--- config.mk ---
export PLATFORM = sky130hd
export DESIGN_NAME = positional_list_engine
export DESIGN_NICKNAME = d
export VERILOG_FILES = /design/src/sv/ple_pkg.sv /design/src/sv/positional_list_engine.sv
export SDC_FILE = /design/constraint.sdc
export NUM_CORES = 1
export LEC_CHECK = 0
export BUFFER_PORTS_ARGS = -buffer_cell sky130_fd_sc_hd__buf_2
export CAP_MARGIN = 20
export CELL_PAD_IN_SITES_DETAIL_PLACEMENT = 2
export CELL_PAD_IN_SITES_GLOBAL_PLACEMENT = 2
export CORE_UTILIZATION = 47
export CTS_CLUSTER_DIAMETER = 50
export DETAILED_ROUTE_END_ITERATION = 12
export PLACE_DENSITY_LB_ADDON = 0.1
export SETUP_SLACK_MARGIN = 0.05
export SYNTH_ARGS = -nofsm -noshare
export SYNTH_HDL_FRONTEND = slang
export SYNTH_SLANG_ARGS = --single-unit
--- constraint.sdc ---
create_clock -name i_clk -period 9.9 [get_ports i_clk]
set_input_delay 0.495 -clock i_clk [delete_from_list [all_inputs] [get_ports i_clk]]
set_output_delay 0.495 -clock i_clk [all_outputs]
set_load 0.02 [all_outputs]
--- src/sv/ple_pkg.sv ---
// ----------------------------------------------------------------------------
// ple_pkg
// shared types, codes and sizes of the positional list engine
// ----------------------------------------------------------------------------
package ple_pkg;

    localparam int CAPACITY = 16;
    localparam int IDX_W    = (CAPACITY > 1) ? $clog2(CAPACITY) : 1;
    localparam int CNT_W    = $clog2(CAPACITY + 1);
    localparam int POS_W    = 5;
    localparam int CMP_W    = ((CNT_W > POS_W) ? CNT_W : POS_W) + 1;

    localparam logic [2:0] F_INS_HEAD = 3'd0;
    localparam logic [2:0] F_INS_TAIL = 3'd1;
    localparam logic [2:0] F_INS_POS  = 3'd2;
    localparam logic [2:0] F_DEL_HEAD = 3'd3;
    localparam logic [2:0] F_DEL_TAIL = 3'd4;
    localparam logic [2:0] F_DEL_POS  = 3'd5;

    localparam logic [1:0] ST_OK     = 2'd0;
    localparam logic [1:0] ST_BADPOS = 2'd1;
    localparam logic [1:0] ST_EMPTY  = 2'd2;
    localparam logic [1:0] ST_FULL   = 2'd3;

    typedef enum logic [8:0] {
        S_IDLE = 9'b000000001,
        S_STEP = 9'b000000010,
        S_SRD  = 9'b000000100,
        S_SWR  = 9'b000001000,
        S_PUT  = 9'b000010000,
        S_HRD  = 9'b000100000,
        S_TRD  = 9'b001000000,
        S_TCAP = 9'b010000000,
        S_FIN  = 9'b100000000
    } t_state;

endpackage

--- src/sv/positional_list_engine.sv ---
// ----------------------------------------------------------------------------
// positional_list_engine
// bounded ordered list of signed 32-bit values with 1-based positions
// ----------------------------------------------------------------------------
// usage
//   input channel i_valid/o_ready carries one edit item: i_func, i_value,
//   i_position. output channel o_valid/i_ready returns one result item per
//   edit: o_status, o_count, o_head_value, o_tail_value.
//   entries live in a single-port-style memory; a small sequencer moves one
//   entry at a time in three steps (check, read, write) through that one port.
//   the next item can be taken in the cycle after the result is loaded; an
//   edit moves at most CAPACITY-1 entries.
//   the result sits in an output register, so a new item is accepted while
//   the previous result still waits; if the receiver stalls, the sequencer
//   holds its finished result until the output register frees up.
//   reset (synchronous, active low) empties the list and drops any pending
//   result; memory contents are not cleared and need not be.
// ----------------------------------------------------------------------------
module positional_list_engine (
    input  logic                  i_clk,
    input  logic                  i_rst_n,
    input  logic                  i_valid,
    output logic                  o_ready,
    input  logic [2:0]            i_func,
    input  logic signed [31:0]    i_value,
    input  logic [ple_pkg::POS_W-1:0] i_position,
    output logic                  o_valid,
    input  logic                  i_ready,
    output logic [1:0]            o_status,
    output logic [4:0]            o_count,
    output logic signed [31:0]    o_head_value,
    output logic signed [31:0]    o_tail_value
);
    import ple_pkg::*;

    logic [31:0]      r_mem [CAPACITY];
    logic [31:0]      r_rdata;

    t_state           r_state, n_state;
    logic [CNT_W-1:0] r_cnt, n_cnt;
    logic [CNT_W-1:0] r_idx, n_idx;
    logic [CNT_W-1:0] r_p, n_p;
    logic             r_ins, n_ins;
    logic [1:0]       r_st, n_st;
    logic             r_o_valid, n_o_valid;
    logic [31:0]      r_val;
    logic [31:0]      r_head;
    logic [31:0]      r_tail;
    logic [1:0]       r_o_status;
    logic [4:0]       r_o_count;
    logic [31:0]      r_o_head;
    logic [31:0]      r_o_tail;

    logic             accept;
    logic             load_out;
    logic             d_ins;
    logic [1:0]       d_st;
    logic [CNT_W-1:0] d_p;
    logic [CNT_W-1:0] pos_m1;
    logic             full;
    logic             empty;
    logic             ins_bad;
    logic             del_bad;

    logic             mem_we;
    logic [IDX_W-1:0] mem_wa;
    logic [31:0]      mem_wd;
    logic [IDX_W-1:0] mem_ra;

    assign accept   = i_valid && o_ready;
    assign load_out = (r_state == S_FIN) && (!r_o_valid || i_ready);

    // edit decode
    always_comb begin
        full    = (r_cnt == CNT_W'(CAPACITY));
        empty   = (r_cnt == '0);
        pos_m1  = CNT_W'(i_position) - CNT_W'(1);
        ins_bad = (i_position == '0) ||
                  (CMP_W'(i_position) > (CMP_W'(r_cnt) + CMP_W'(1)));
        del_bad = (i_position == '0) || (CMP_W'(i_position) > CMP_W'(r_cnt));
        d_ins   = 1'b0;
        d_p     = '0;
        d_st    = ST_OK;
        case (i_func)
            F_INS_HEAD: begin
                d_ins = 1'b1;
                d_p   = '0;
                d_st  = full ? ST_FULL : ST_OK;
            end
            F_INS_TAIL: begin
                d_ins = 1'b1;
                d_p   = r_cnt;
                d_st  = full ? ST_FULL : ST_OK;
            end
            F_INS_POS: begin
                d_ins = 1'b1;
                d_p   = pos_m1;
                d_st  = ins_bad ? ST_BADPOS : (full ? ST_FULL : ST_OK);
            end
            F_DEL_HEAD: begin
                d_p  = '0;
                d_st = empty ? ST_EMPTY : ST_OK;
            end
            F_DEL_TAIL: begin
                d_p  = r_cnt - CNT_W'(1);
                d_st = empty ? ST_EMPTY : ST_OK;
            end
            F_DEL_POS: begin
                d_p  = pos_m1;
                d_st = empty ? ST_EMPTY : (del_bad ? ST_BADPOS : ST_OK);
            end
            default: begin
                d_st = ST_BADPOS;
            end
        endcase
    end

    // sequencer
    always_comb begin
        n_state   = r_state;
        n_cnt     = r_cnt;
        n_idx     = r_idx;
        n_p       = r_p;
        n_ins     = r_ins;
        n_st      = r_st;
        n_o_valid = r_o_valid;
        mem_we    = 1'b0;
        mem_wa    = r_idx[IDX_W-1:0];
        mem_wd    = r_rdata;
        mem_ra    = '0;
        if (r_o_valid && i_ready) begin
            n_o_valid = 1'b0;
        end
        case (r_state)
            S_IDLE: begin
                if (accept) begin
                    n_ins = d_ins;
                    n_p   = d_p;
                    n_st  = d_st;
                    n_idx = d_ins ? r_cnt : d_p;
                    n_state = (d_st == ST_OK) ? S_STEP : S_HRD;
                end
            end
            S_STEP: begin
                if (r_ins) begin
                    n_state = (r_idx > r_p) ? S_SRD : S_PUT;
                end else if ((r_idx + CNT_W'(1)) < r_cnt) begin
                    n_state = S_SRD;
                end else begin
                    n_cnt   = r_cnt - CNT_W'(1);
                    n_state = S_HRD;
                end
            end
            S_SRD: begin
                mem_ra  = r_ins ? IDX_W'(r_idx - CNT_W'(1)) : IDX_W'(r_idx + CNT_W'(1));
                n_state = S_SWR;
            end
            S_SWR: begin
                mem_we  = 1'b1;
                n_idx   = r_ins ? (r_idx - CNT_W'(1)) : (r_idx + CNT_W'(1));
                n_state = S_STEP;
            end
            S_PUT: begin
                mem_we  = 1'b1;
                mem_wa  = r_p[IDX_W-1:0];
                mem_wd  = r_val;
                n_cnt   = r_cnt + CNT_W'(1);
                n_state = S_HRD;
            end
            S_HRD: begin
                mem_ra  = '0;
                n_state = S_TRD;
            end
            S_TRD: begin
                mem_ra  = IDX_W'(r_cnt - CNT_W'(1));
                n_state = S_TCAP;
            end
            S_TCAP: begin
                n_state = S_FIN;
            end
            S_FIN: begin
                if (load_out) begin
                    n_o_valid = 1'b1;
                    n_state   = S_IDLE;
                end
            end
            default: begin
                n_state = S_IDLE;
            end
        endcase
    end

    always_ff @(posedge i_clk) begin
        if (!i_rst_n) begin
            r_state   <= S_IDLE;
            r_cnt     <= '0;
            r_idx     <= '0;
            r_p       <= '0;
            r_ins     <= 1'b0;
            r_st      <= ST_OK;
            r_o_valid <= 1'b0;
        end else begin
            r_state   <= n_state;
            r_cnt     <= n_cnt;
            r_idx     <= n_idx;
            r_p       <= n_p;
            r_ins     <= n_ins;
            r_st      <= n_st;
            r_o_valid <= n_o_valid;
        end
    end

    // entry memory
    always_ff @(posedge i_clk) begin
        if (mem_we) begin
            r_mem[mem_wa] <= mem_wd;
        end
        r_rdata <= r_mem[mem_ra];
    end

    // payload
    always_ff @(posedge i_clk) begin
        if (accept) begin
            r_val <= i_value;
        end
        if (r_state == S_TRD) begin
            r_head <= r_rdata;
        end
        if (r_state == S_TCAP) begin
            r_tail <= r_rdata;
        end
        if (load_out) begin
            r_o_status <= r_st;
            r_o_count  <= 5'(r_cnt);
            r_o_head   <= (r_cnt == '0) ? 32'd0 : r_head;
            r_o_tail   <= (r_cnt == '0) ? 32'd0 : r_tail;
        end
    end

    assign o_ready      = (r_state == S_IDLE);
    assign o_valid      = r_o_valid;
    assign o_status     = r_o_status;
    assign o_count      = r_o_count;
    assign o_head_value = r_o_head;
    assign o_tail_value = r_o_tail;

endmodule

After elaboration in Yosys (flattened, before gate mapping)
Memory sizes are Yosys's and may differ from the RTL's. A register that Yosys moved wholly into a read port is not among the register bits.
Index checks and enable logic that the tools add are counted.
{"block": "op_classes", "add_sub_neg": 6, "n_lt_le_gt_ge": 4, "n_eq_ne": 19, "muxes": 32, "n_reduce_logical": 22}
{"operator": "case mux 9 bit (9 select lines)", "count": 1}
{"operator": "two-way mux 32 bit", "count": 1}
{"operator": "two-way mux 5 bit", "count": 6}
{"operator": "case mux 5 bit (2 select lines)", "count": 2}
{"operator": "two-way mux 6 bit", "count": 3}
{"operator": "two-way mux 9 bit", "count": 2}
{"operator": "case mux 5 bit (3 select lines)", "count": 1}
{"operator": "subtractor 5 x 1 -> 5 bit, second input constant", "count": 3}
{"operator": "adder 5 x 1 -> 5 bit, second input constant", "count": 2}
{"operator": "greater-than comparator 5 bit", "count": 2}
{"operator": "zero test 5 bit", "count": 2}
{"operator": "== test 9 x 1 -> 1 bit, second input constant", "count": 1}
{"operator": "== test 9 x 2 -> 1 bit, second input constant", "count": 1}
{"operator": "== test 9 x 3 -> 1 bit, second input constant", "count": 1}
{"operator": "== test 9 x 4 -> 1 bit, second input constant", "count": 1}
{"operator": "== test 9 x 5 -> 1 bit, second input constant", "count": 1}
{"operator": "== test 9 x 6 -> 1 bit, second input constant", "count": 1}
{"operator": "== test 9 x 7 -> 1 bit, second input constant", "count": 1}
{"operator": "== test 9 x 8 -> 1 bit, second input constant", "count": 1}
{"operator": "== test 9 bit, second input constant", "count": 1}
{"operator": "two-way mux 1 bit", "count": 8}
{"operator": "two-way mux 2 bit", "count": 4}
{"operator": "two-way mux 4 bit", "count": 2}
{"operator": "case mux 2 bit (4 select lines)", "count": 1}
{"operator": "20 further kinds", "count": 34}
{"block": "totals", "ff_bits": 195, "mem_bits_rw": 512, "out_inout_bits": 73, "elab_cells": 98, "mem_count": 1}
{"name": "r_mem", "depth": 16, "word_bits": 32, "read_ports": 1, "rd_ports_with_merged_regs": 1, "write_ports": 1, "line_no": "positional_list_engine.sv:36", "rtl": "logic [31:0] r_mem [CAPACITY];"}

Logic depth before layout (Yosys ltp)
Gate-level depths: netlist of the first run.
{"block": "depth", "ltp_word": 9, "ltp_mapped": 12}

Least setup slack after synthesis of the first run
No wires, ideal clock.
{"block": "synth_timing", "path_kind": "register -> register", "startpoint": "register r_state[3]", "endpoint": "register r_state[8]", "setup_time_ns": 0.075, "arrival_time_ns": 4.897, "t_required_ns": 9.825, "setup_slack_ns": 4.928, "path_stages_with_launch": 6, "n_path_buf": 1, "path_cell_list": "dfxtp_1 buf_2 nor3_2 nand2_1 nor4b_1 o221a_2"}
{"block": "synth_between", "elab_chain_cells": 4, "elab_cells_between_ends": 15, "cone_classes": "11 x eq/ne; 1 x mux; 3 x reduce/logical"}
{"item": "start, declared", "line_no": "positional_list_engine.sv:39", "rtl": "t_state r_state, n_state;"}
{"item": "start signal, assigned", "line_no": "positional_list_engine.sv:203", "rtl": "r_state <= n_state;"}
{"item": "== test 9 bit / == test 9 x 1 -> 1 bit (equally long branches)", "line_no": "positional_list_engine.sv:71, positional_list_engine.sv:134, positional_list_engine.sv:240"}
{"item": "logical AND 1 bit, on equally long branches", "line_no": "positional_list_engine.sv:71, positional_list_engine.sv:70"}
{"item": "inequality test 2 bit (no source line) / inequality test 2 x 1 -> 1 bit (equally long branches)"}
{"item": "AND reduction 2 bit (no source line)"}
Several ways; a longest one is shown, not always the timed one.
A chain may end at the register's enable or synchronous reset.

Worst setup path in the final report of the first run
{"block": "layout_timing", "startpoint": "register r_idx[1]", "endpoint": "register r_rdata[4] (read register of r_mem)"}
{"block": "layout_between", "elab_chain_cells": 3, "elab_cells_between_ends": 4, "cone_classes": "2 x add/sub; 2 x mux"}
{"item": "start, declared", "line_no": "positional_list_engine.sv:41", "rtl": "logic [CNT_W-1:0] r_idx, n_idx;"}
{"item": "start signal, assigned", "line_no": "positional_list_engine.sv:205", "rtl": "r_idx <= n_idx;"}
{"item": "adder 5 x 1 -> 5 bit / subtractor 5 x 1 -> 5 bit (equally long branches)"}
{"item": "two-way mux 4 bit (*)", "line_no": "positional_list_engine.sv:155", "rtl": "mem_ra = r_ins ? IDX_W'(r_idx - CNT_W'(1)) : IDX_W'(r_idx + CNT_W'(1));"}
{"item": "case mux 4 bit (2 select lines) (*)", "line_no": "positional_list_engine.sv:134", "rtl": "case (r_state)"}
{"item": "end, declared", "line_no": "positional_list_engine.sv:37", "rtl": "logic [31:0] r_rdata;"}
Every way passes the cells marked *; elsewhere a longest branch is shown, timed or not.

==> impl_metrics.py, run 1 <==
metrics = {
    "synth": {
        "async_reset_ff_share_pct": 0,
        "synth_edf_count": 679,
        "synth.area.top_cells": "edfxtp_1, nand2_1, dfxtp_1",
        "ys_types": 70,
        "syn_inst": 2205,
        "synth_top_cell_area_share_pct": 69.9,
        "netlist.top_cell.by_area": "edfxtp_1",
        "avgSynthCellArea_um2": 13.2,
        "ys.flop_type": "edfxtp_1",
        "yosys_warnings": 0,
        "syn-num-nets": 2273,
        "ys_ff_latch": 739,
        "seq_area_frac_synth_pct": 74.1,
        "synth_area_mm2": 0.0292,
    },
    "clock_tree": {
        "root_buffer": "clkbuf_16",
        "post_cts_buffers": 0,
        "clk_latency_ns": 0.66,
        "cts_sinks": 739,
        "cts_resized": 0,
        "cts_tree": "built",
        "path_clk_slew_ns": 0.06,
        "numCtsBuffers": 85,
        "ctsHoldBuffers": 0,
        "h-tree-depth": 3,
        "cts_max_path_buffers": 3,
    },
    "route": {
        "drt_first_pass_iters": 5,
        "drc_errors": 0,
        "viasPerCell": 6.08,
        "via_count": 19300,
        "final_antenna_net_count": 0,
        "drt_iter0_drc": 1472,
        "wl_per_cell_um": 31.1,
        "routed_wl_mm": 98.8,
    },
    "global_route": {
        "overflow": 0,
        "grt_pass1_vias": 21200,
        "grt_max_degree": 127,
        "grt_antenna_before_repair": 2,
        "grt_use_total_pct": 31.4,
        "grt_pass1_wl_mm": 144,
    },
    "placement": {
        "gp_congestion": 0.833,
        "dpl.hpwl_mm": 54.0,
        "portBuffers": 116,
        "post-place-ws_ns": 5.06,
    },
    "floorplan": {
        "dieWidth_um": 251,
        "die_y_um": 251,
        "design.core.area_mm2": 0.0608,
        "core.rowCount": 90,
        "ios": 117,
        "die-area_mm2": 0.0630,
        "initial_utilization_pct": 47.9,
    },
    "sta": {
        "setup_slack_ns": 4.77,
        "fmax_mhz": 195,
        "setup_violations": 0,
        "fin_crit_sh_pct": 51.8,
        "tightest_slew_ns": 1.15,
        "final_max_slew_viol_count": 0,
        "slew_headroom_pct": 23.1,
        "fin_crit_ns": 5.13,
        "hold_violations": 0,
        "skew_ns": 0.0263,
        "rsz0062_at_grt": "false",
        "final.setup.tns_ns": 0,
    },
    "critical_path": {
        "worst_ep_arrival_time_ns": 5.61,
        "worstPathMaxFanout": 83,
        "crit_type": "flop to flop",
        "worstSetupStartpoint": "r_idx[1]",
        "r2r_cells": 11,
        "timing.rr.start": "r_idx[1]",
        "crit_end": "r_rdata[4]",
        "reg2reg_to": "r_rdata[4]",
        "r2r_setup_slack_ns": 4.77,
        "cp-end-kind": "flop",
        "required_ns": 10.38,
        "start_kind": "flop",
    },
    "power": {
        "vdd_ir_drop_max_mv": 0.159,
        "powerDensity_mw_per_mm2": 218,
        "leakagePower_nw": 11.9,
    },
    "layout": {
        "layout_commonest_cell": "edfxtp_1",
        "drive_above_1_share_pct": 13.9,
        "fin_nets": 2391,
        "num_antenna_cells": 0,
        "area_delta_synth_final_pct": 14.9,
        "layout_common_cells": "edfxtp_1, nand2_1, nand3_1",
        "final_util_pct": 55.1,
    },
    "run_status": {
        "status": "completed",
    },
    "run": {
        "max_cap_violations": 0,
    },
    "worst_hold_path": {
        "hold_path_class": "input pin to flop",
    },
}
-- metal layers --
| metal | routed length [um] | vias to the layer above | track usage, % | share of wire [%] |
|---|---|---|---|---|
| met3 | 5380 | 186 | 4.45 | 5.4 |
| met1 | 39900 | 10200 | 39.9 | 40 |
| met2 | 50400 | 717 | 55.2 | 51 |
| met4 | 3070 | 0 | 10.6 | 3.1 |
| li1 | - | 8254 | - | - |
| met5 | 0 | - | 0 | 0 |
-- registers in the layout, summed over array words and instances (netlist names) --
register      flops
r_val            32
r_st              2
r_head           32
r_tail           32
o_status          2
o_tail_value     32
r_state           9
r_mem           512
r_p               5
r_rdata          32
r_cnt             5
o_valid           1
r_idx             5
r_ins             1
o_head_value     32
o_count           5
-- final cells by class --
class / count / area (um2)
clock buffer: 111 / 2310
clock inverter: 49 / 541
fill: 5563 / 27300
inverter: 25 / 93.8
multi-input combinational: 1319 / 7120
sequential: 739 / 21600
tap: 782 / 978
timing repair buffer: 153 / 871
-- worst max-delay path: stages, from the launching register on --
cell,delay [ns]
dfxtp_1,0.60
inv_1,0.16
ha_1,0.35
xor2_1,0.21
a2bb2oi_4,0.16
buf_4,0.64
nand2b_4,0.94
buf_4,0.76
nand2_1,0.17
nand3_1,0.16
a21oi_1,0.14
nor4_1,0.51
-- where the power goes --
part           internal [mW]  leakage, nW  switching, mW
clock network           1.86         1.40           1.37
registers               3.48         6.68         0.0763
logic                  0.142         3.83          0.356
total                   5.48         11.9           1.80
-- worst min-delay path by stage --
stage / from / end / slack (ns) / cells past startpoint
2_1_floorplan: r_st[0] / o_status[0] / 0.40 / 0
3_3_place_gp: r_st[0] / o_status[0] / 0.41 / 0
3_5_place_dp: r_st[1] / o_status[1] / 0.42 / 0
4_1_cts: i_value[31] / r_val[31] / 0.007 / 1
5_1_grt: i_value[24] / r_val[24] / 0.02 / 1
6_report: i_value[31] / r_val[31] / 0.03 / 1
-- Yosys cell counts, types with 19 or more instances --
cell type and count:
nand2_1 527, buf_2 42, mux2i_1 51, a21oi_1 133
dfxtp_1 60, nor2_1 78, nand3_1 199, nor3_1 25
inv_1 24, o22ai_1 19, o21ai_0 23, nor4_1 32
clkbuf_1 64, edfxtp_1 679, nor2b_1 72, ha_1 24
-- per-stage QoR --
stage | instance area (um2) | instances | hold slack [ns] | power (mW)
finish | 33500 | 3178 | 0.0271 | 7.29
global route | 33500 | 3178 | 0.0176 | 7.46
CTS | 33500 | 3177 | 0.00741 | 7.31
detailed placement | 30600 | 3017 | 0.423 | 4.09
global placement | 30600 | 3017 | 0.411 | 4.05
floorplan | 29200 | 2205 | 0.400 | 3.88
-- logic make-up after synthesis --
group,count (synthesis),synth area share (%)
adders and majority gates,24,1.03
DFF,739,74.1
muxes,51,1.75
buffers and inverters,147,2.28
xor gates and xnor gates,17,0.511
and+or+nand+nor,986,15.4
AOI/OAI and AO/OA,241,5.01
Note: power is estimated with default switching activity, not from simulation.
==> run 2: changes to the inputs <==
Settings changed: CORE_UTILIZATION 47 to 39.
Clock period 9.9 ns to 4.2 ns, I/O delays scaled along.
==> run 2 against run 1 <==
Net effect:
- flip-flop and latch count is the same
- worst setup slack lost 4.3 ns
- count of clock-buffer cells in the layout grew 5
- combinational power grew 140%
- final area grew 4.2%
- die area grew 20%
- fmax grew 39%
- final cell count grew 8.1%
- sequential share of layout area shrank 2.6 points
- clock power grew to 2.6 times the previous value
- global-route usage shrank 7.2 points
- total power grew 150%
- largest cell class unchanged
- largest power group unchanged
==> impl_metrics.py, run 2 (synthesis gave the netlist of run 1 again) <==
metrics = {
    "run_status": {
        "status": "completed",
    },
    "critical_path": {
        "start_kind": "flop",
        "cpPeakStageDelay_ns": 0.64,
        "r2r_cells": 10,
        "cp_top_family": "simple AND/OR/NAND/NOR gates",
        "cp-end-kind": "flop",
        "critPathBufInv": 2,
        "crit_type": "flop to flop",
        "required_ns": 4.68,
        "worst_ep_arrival_time_ns": 4.16,
        "crit_slowest_cell": "nand2b_4",
        "worstPathMaxFanout": 42,
        "timing.critical_path.cells": "inv_1 > ha_1 > xor2_1 > a2bb2oi_4 > nand2b_4 > buf_4 > nand2_1 > nand3_1 > a21oi_1 > nor4_1",
        "cp.depth": 10,
    },
    "layout": {
        "instances_no_fill": 3435,
        "final_util_pct": 47.5,
        "layout_common_cells": "edfxtp_1, nand2_1, nand3_1",
        "layout_commonest_cell": "edfxtp_1",
        "largest-register": "r_mem",
        "fin_nets": 2463,
        "drive_above_1_share_pct": 15.1,
        "area_delta_synth_final_pct": 19.8,
        "largest_reg_flops": 512,
    },
    "clock_tree": {
        "root_buffer": "clkbuf_16",
        "numCtsBuffers": 95,
        "cts_max_path_buffers": 3,
        "cts_resized": 0,
        "h-tree-depth": 3,
        "path_clk_slew_ns": 0.06,
        "post_cts_buffers": 0,
        "cts_tree": "built",
        "cts_sinks": 739,
        "clk_latency_ns": 0.64,
    },
    "placement": {
        "portBuffers": 116,
        "gp_congestion": 0.816,
        "post-place-ws_ns": 0.501,
        "dpl.hpwl_mm": 53.7,
        "placedCellCount": 3222,
    },
    "route": {
        "drc_errors": 0,
        "drt_first_pass_iters": 5,
        "drt_iter0_drc": 993,
        "final_antenna_net_count": 0,
        "routed_wl_mm": 90.3,
        "viasPerCell": 5.49,
        "via_count": 18900,
        "wl_per_cell_um": 26.3,
    },
    "sta": {
        "final_max_slew_viol_count": 0,
        "fmax_mhz": 272,
        "slew_headroom_pct": 29.4,
        "setup_slack_ns": 0.519,
        "final.setup.tns_ns": 0,
        "tightest_slew_ns": 1.05,
        "fin_crit_sh_pct": 87.6,
        "rsz0062_at_grt": "false",
        "fin_crit_ns": 3.68,
        "skew_ns": 0.0210,
        "setup_violations": 0,
        "hold_violations": 0,
    },
    "worst_hold_path": {
        "whs_path_depth": 3,
        "hold_path_class": "input pin to flop",
    },
    "floorplan": {
        "dieWidth_um": 275,
        "die_y_um": 275,
        "initial_utilization_pct": 39.7,
        "die-area_mm2": 0.0758,
        "ios": 117,
        "design.core.area_mm2": 0.0735,
        "core.rowCount": 99,
    },
    "power": {
        "leakagePower_nw": 12.5,
        "vdd_ir_drop_max_mv": 0.364,
        "total_power_mw": 17.9,
        "powerDensity_mw_per_mm2": 513,
    },
    "global_route": {
        "grt_use_total_pct": 24.2,
        "overflow": 0,
        "grt_antenna_before_repair": 3,
        "grt_pass1_wl_mm": 135,
        "grt_max_degree": 72,
        "grt_pass1_vias": 20800,
    },
    "run": {
        "max_cap_violations": 0,
    },
}
==> run 2: cell types whose count changed in the layout (fill, tap and decap cells not counted), moves of 2 or more <==
| cell | previous run | this run |
|---|---|---|
| clkinv_1 | 9 | 14 |
| clkinv_2 | 10 | 12 |
| buf_12 | 1 | 20 |
| clkinv_4 | 8 | 5 |
| bufinv_16 | 7 | 12 |
| clkbuf_16 | 85 | 98 |
| clkinvlp_4 | 2 | 7 |
| clkbuf_8 | 9 | 4 |
| clkbuf_1 | 17 | 14 |
| buf_4 | 36 | 44 |
| dlygate4sd3_1 | 0 | 35 |
==> run 2: worst paths after layout <==
path | startpoint | to | slack, ns
setup / recovery | r_idx[0] | r_rdata[5] | 0.52
hold / removal | i_position[0] | r_p[0] | 0.11
setup reg to reg | r_idx[0] | r_rdata[5] | 0.52
hold reg to reg | r_st[1] | o_status[1] | 0.47
==> run 2: layer usage <==
metal / global-route usage [%] / wire length (um) / vias to the layer above
met5: 0 / 0 / -
met4: 7.57 / 2430 / 0
met2: 41.1 / 44600 / 396
met1: 32.0 / 39700 / 9883
li1: - / - / 8418
met3: 3.65 / 3550 / 154
==> run 2: cell type report <==
cell class / instances / area [um2]
multi-input cells: 1319 / 7120
inverters: 25 / 93.8
clock buffers: 116 / 2560
repair buffers: 215 / 1660
clock inverters: 61 / 689
flip-flops and latches: 739 / 21600
fillers: 7109 / 38500
well taps: 959 / 1200
diodes: 1 / 2.50
==> run 2: worst register-to-register path: stages (launching register included) <==
cell and delay [ns]:
dfxtp_1 0.55, inv_1 0.23, ha_1 0.40, xor2_1 0.22
a2bb2oi_4 0.22, nand2b_4 0.64, buf_4 0.39, nand2_1 0.11
nand3_1 0.11, a21oi_1 0.11, nor4_1 0.53
==> run 2: report_power, final <==
part / switching (mW) / total, mW / internal, mW
registers: 0.165 / 8.37 / 8.20
logic: 0.827 / 1.21 / 0.382
clock network: 3.23 / 8.33 / 5.11
==> run 2: through the flow <==
step                hold slack (ns)  instance area, um2
global route                  0.103               34900
global placement              0.387               31300
finish                        0.107               34900
CTS                          0.0662               34900
detailed placement            0.390               31300
floorplan                     0.309               29200
==> run 2: timing repair <==
item / in CTS / in global routing
hold buffers: 35 / 0
hold endpoints to repair: 35 / 0
endpoints found under the setup margin: 0 / 0
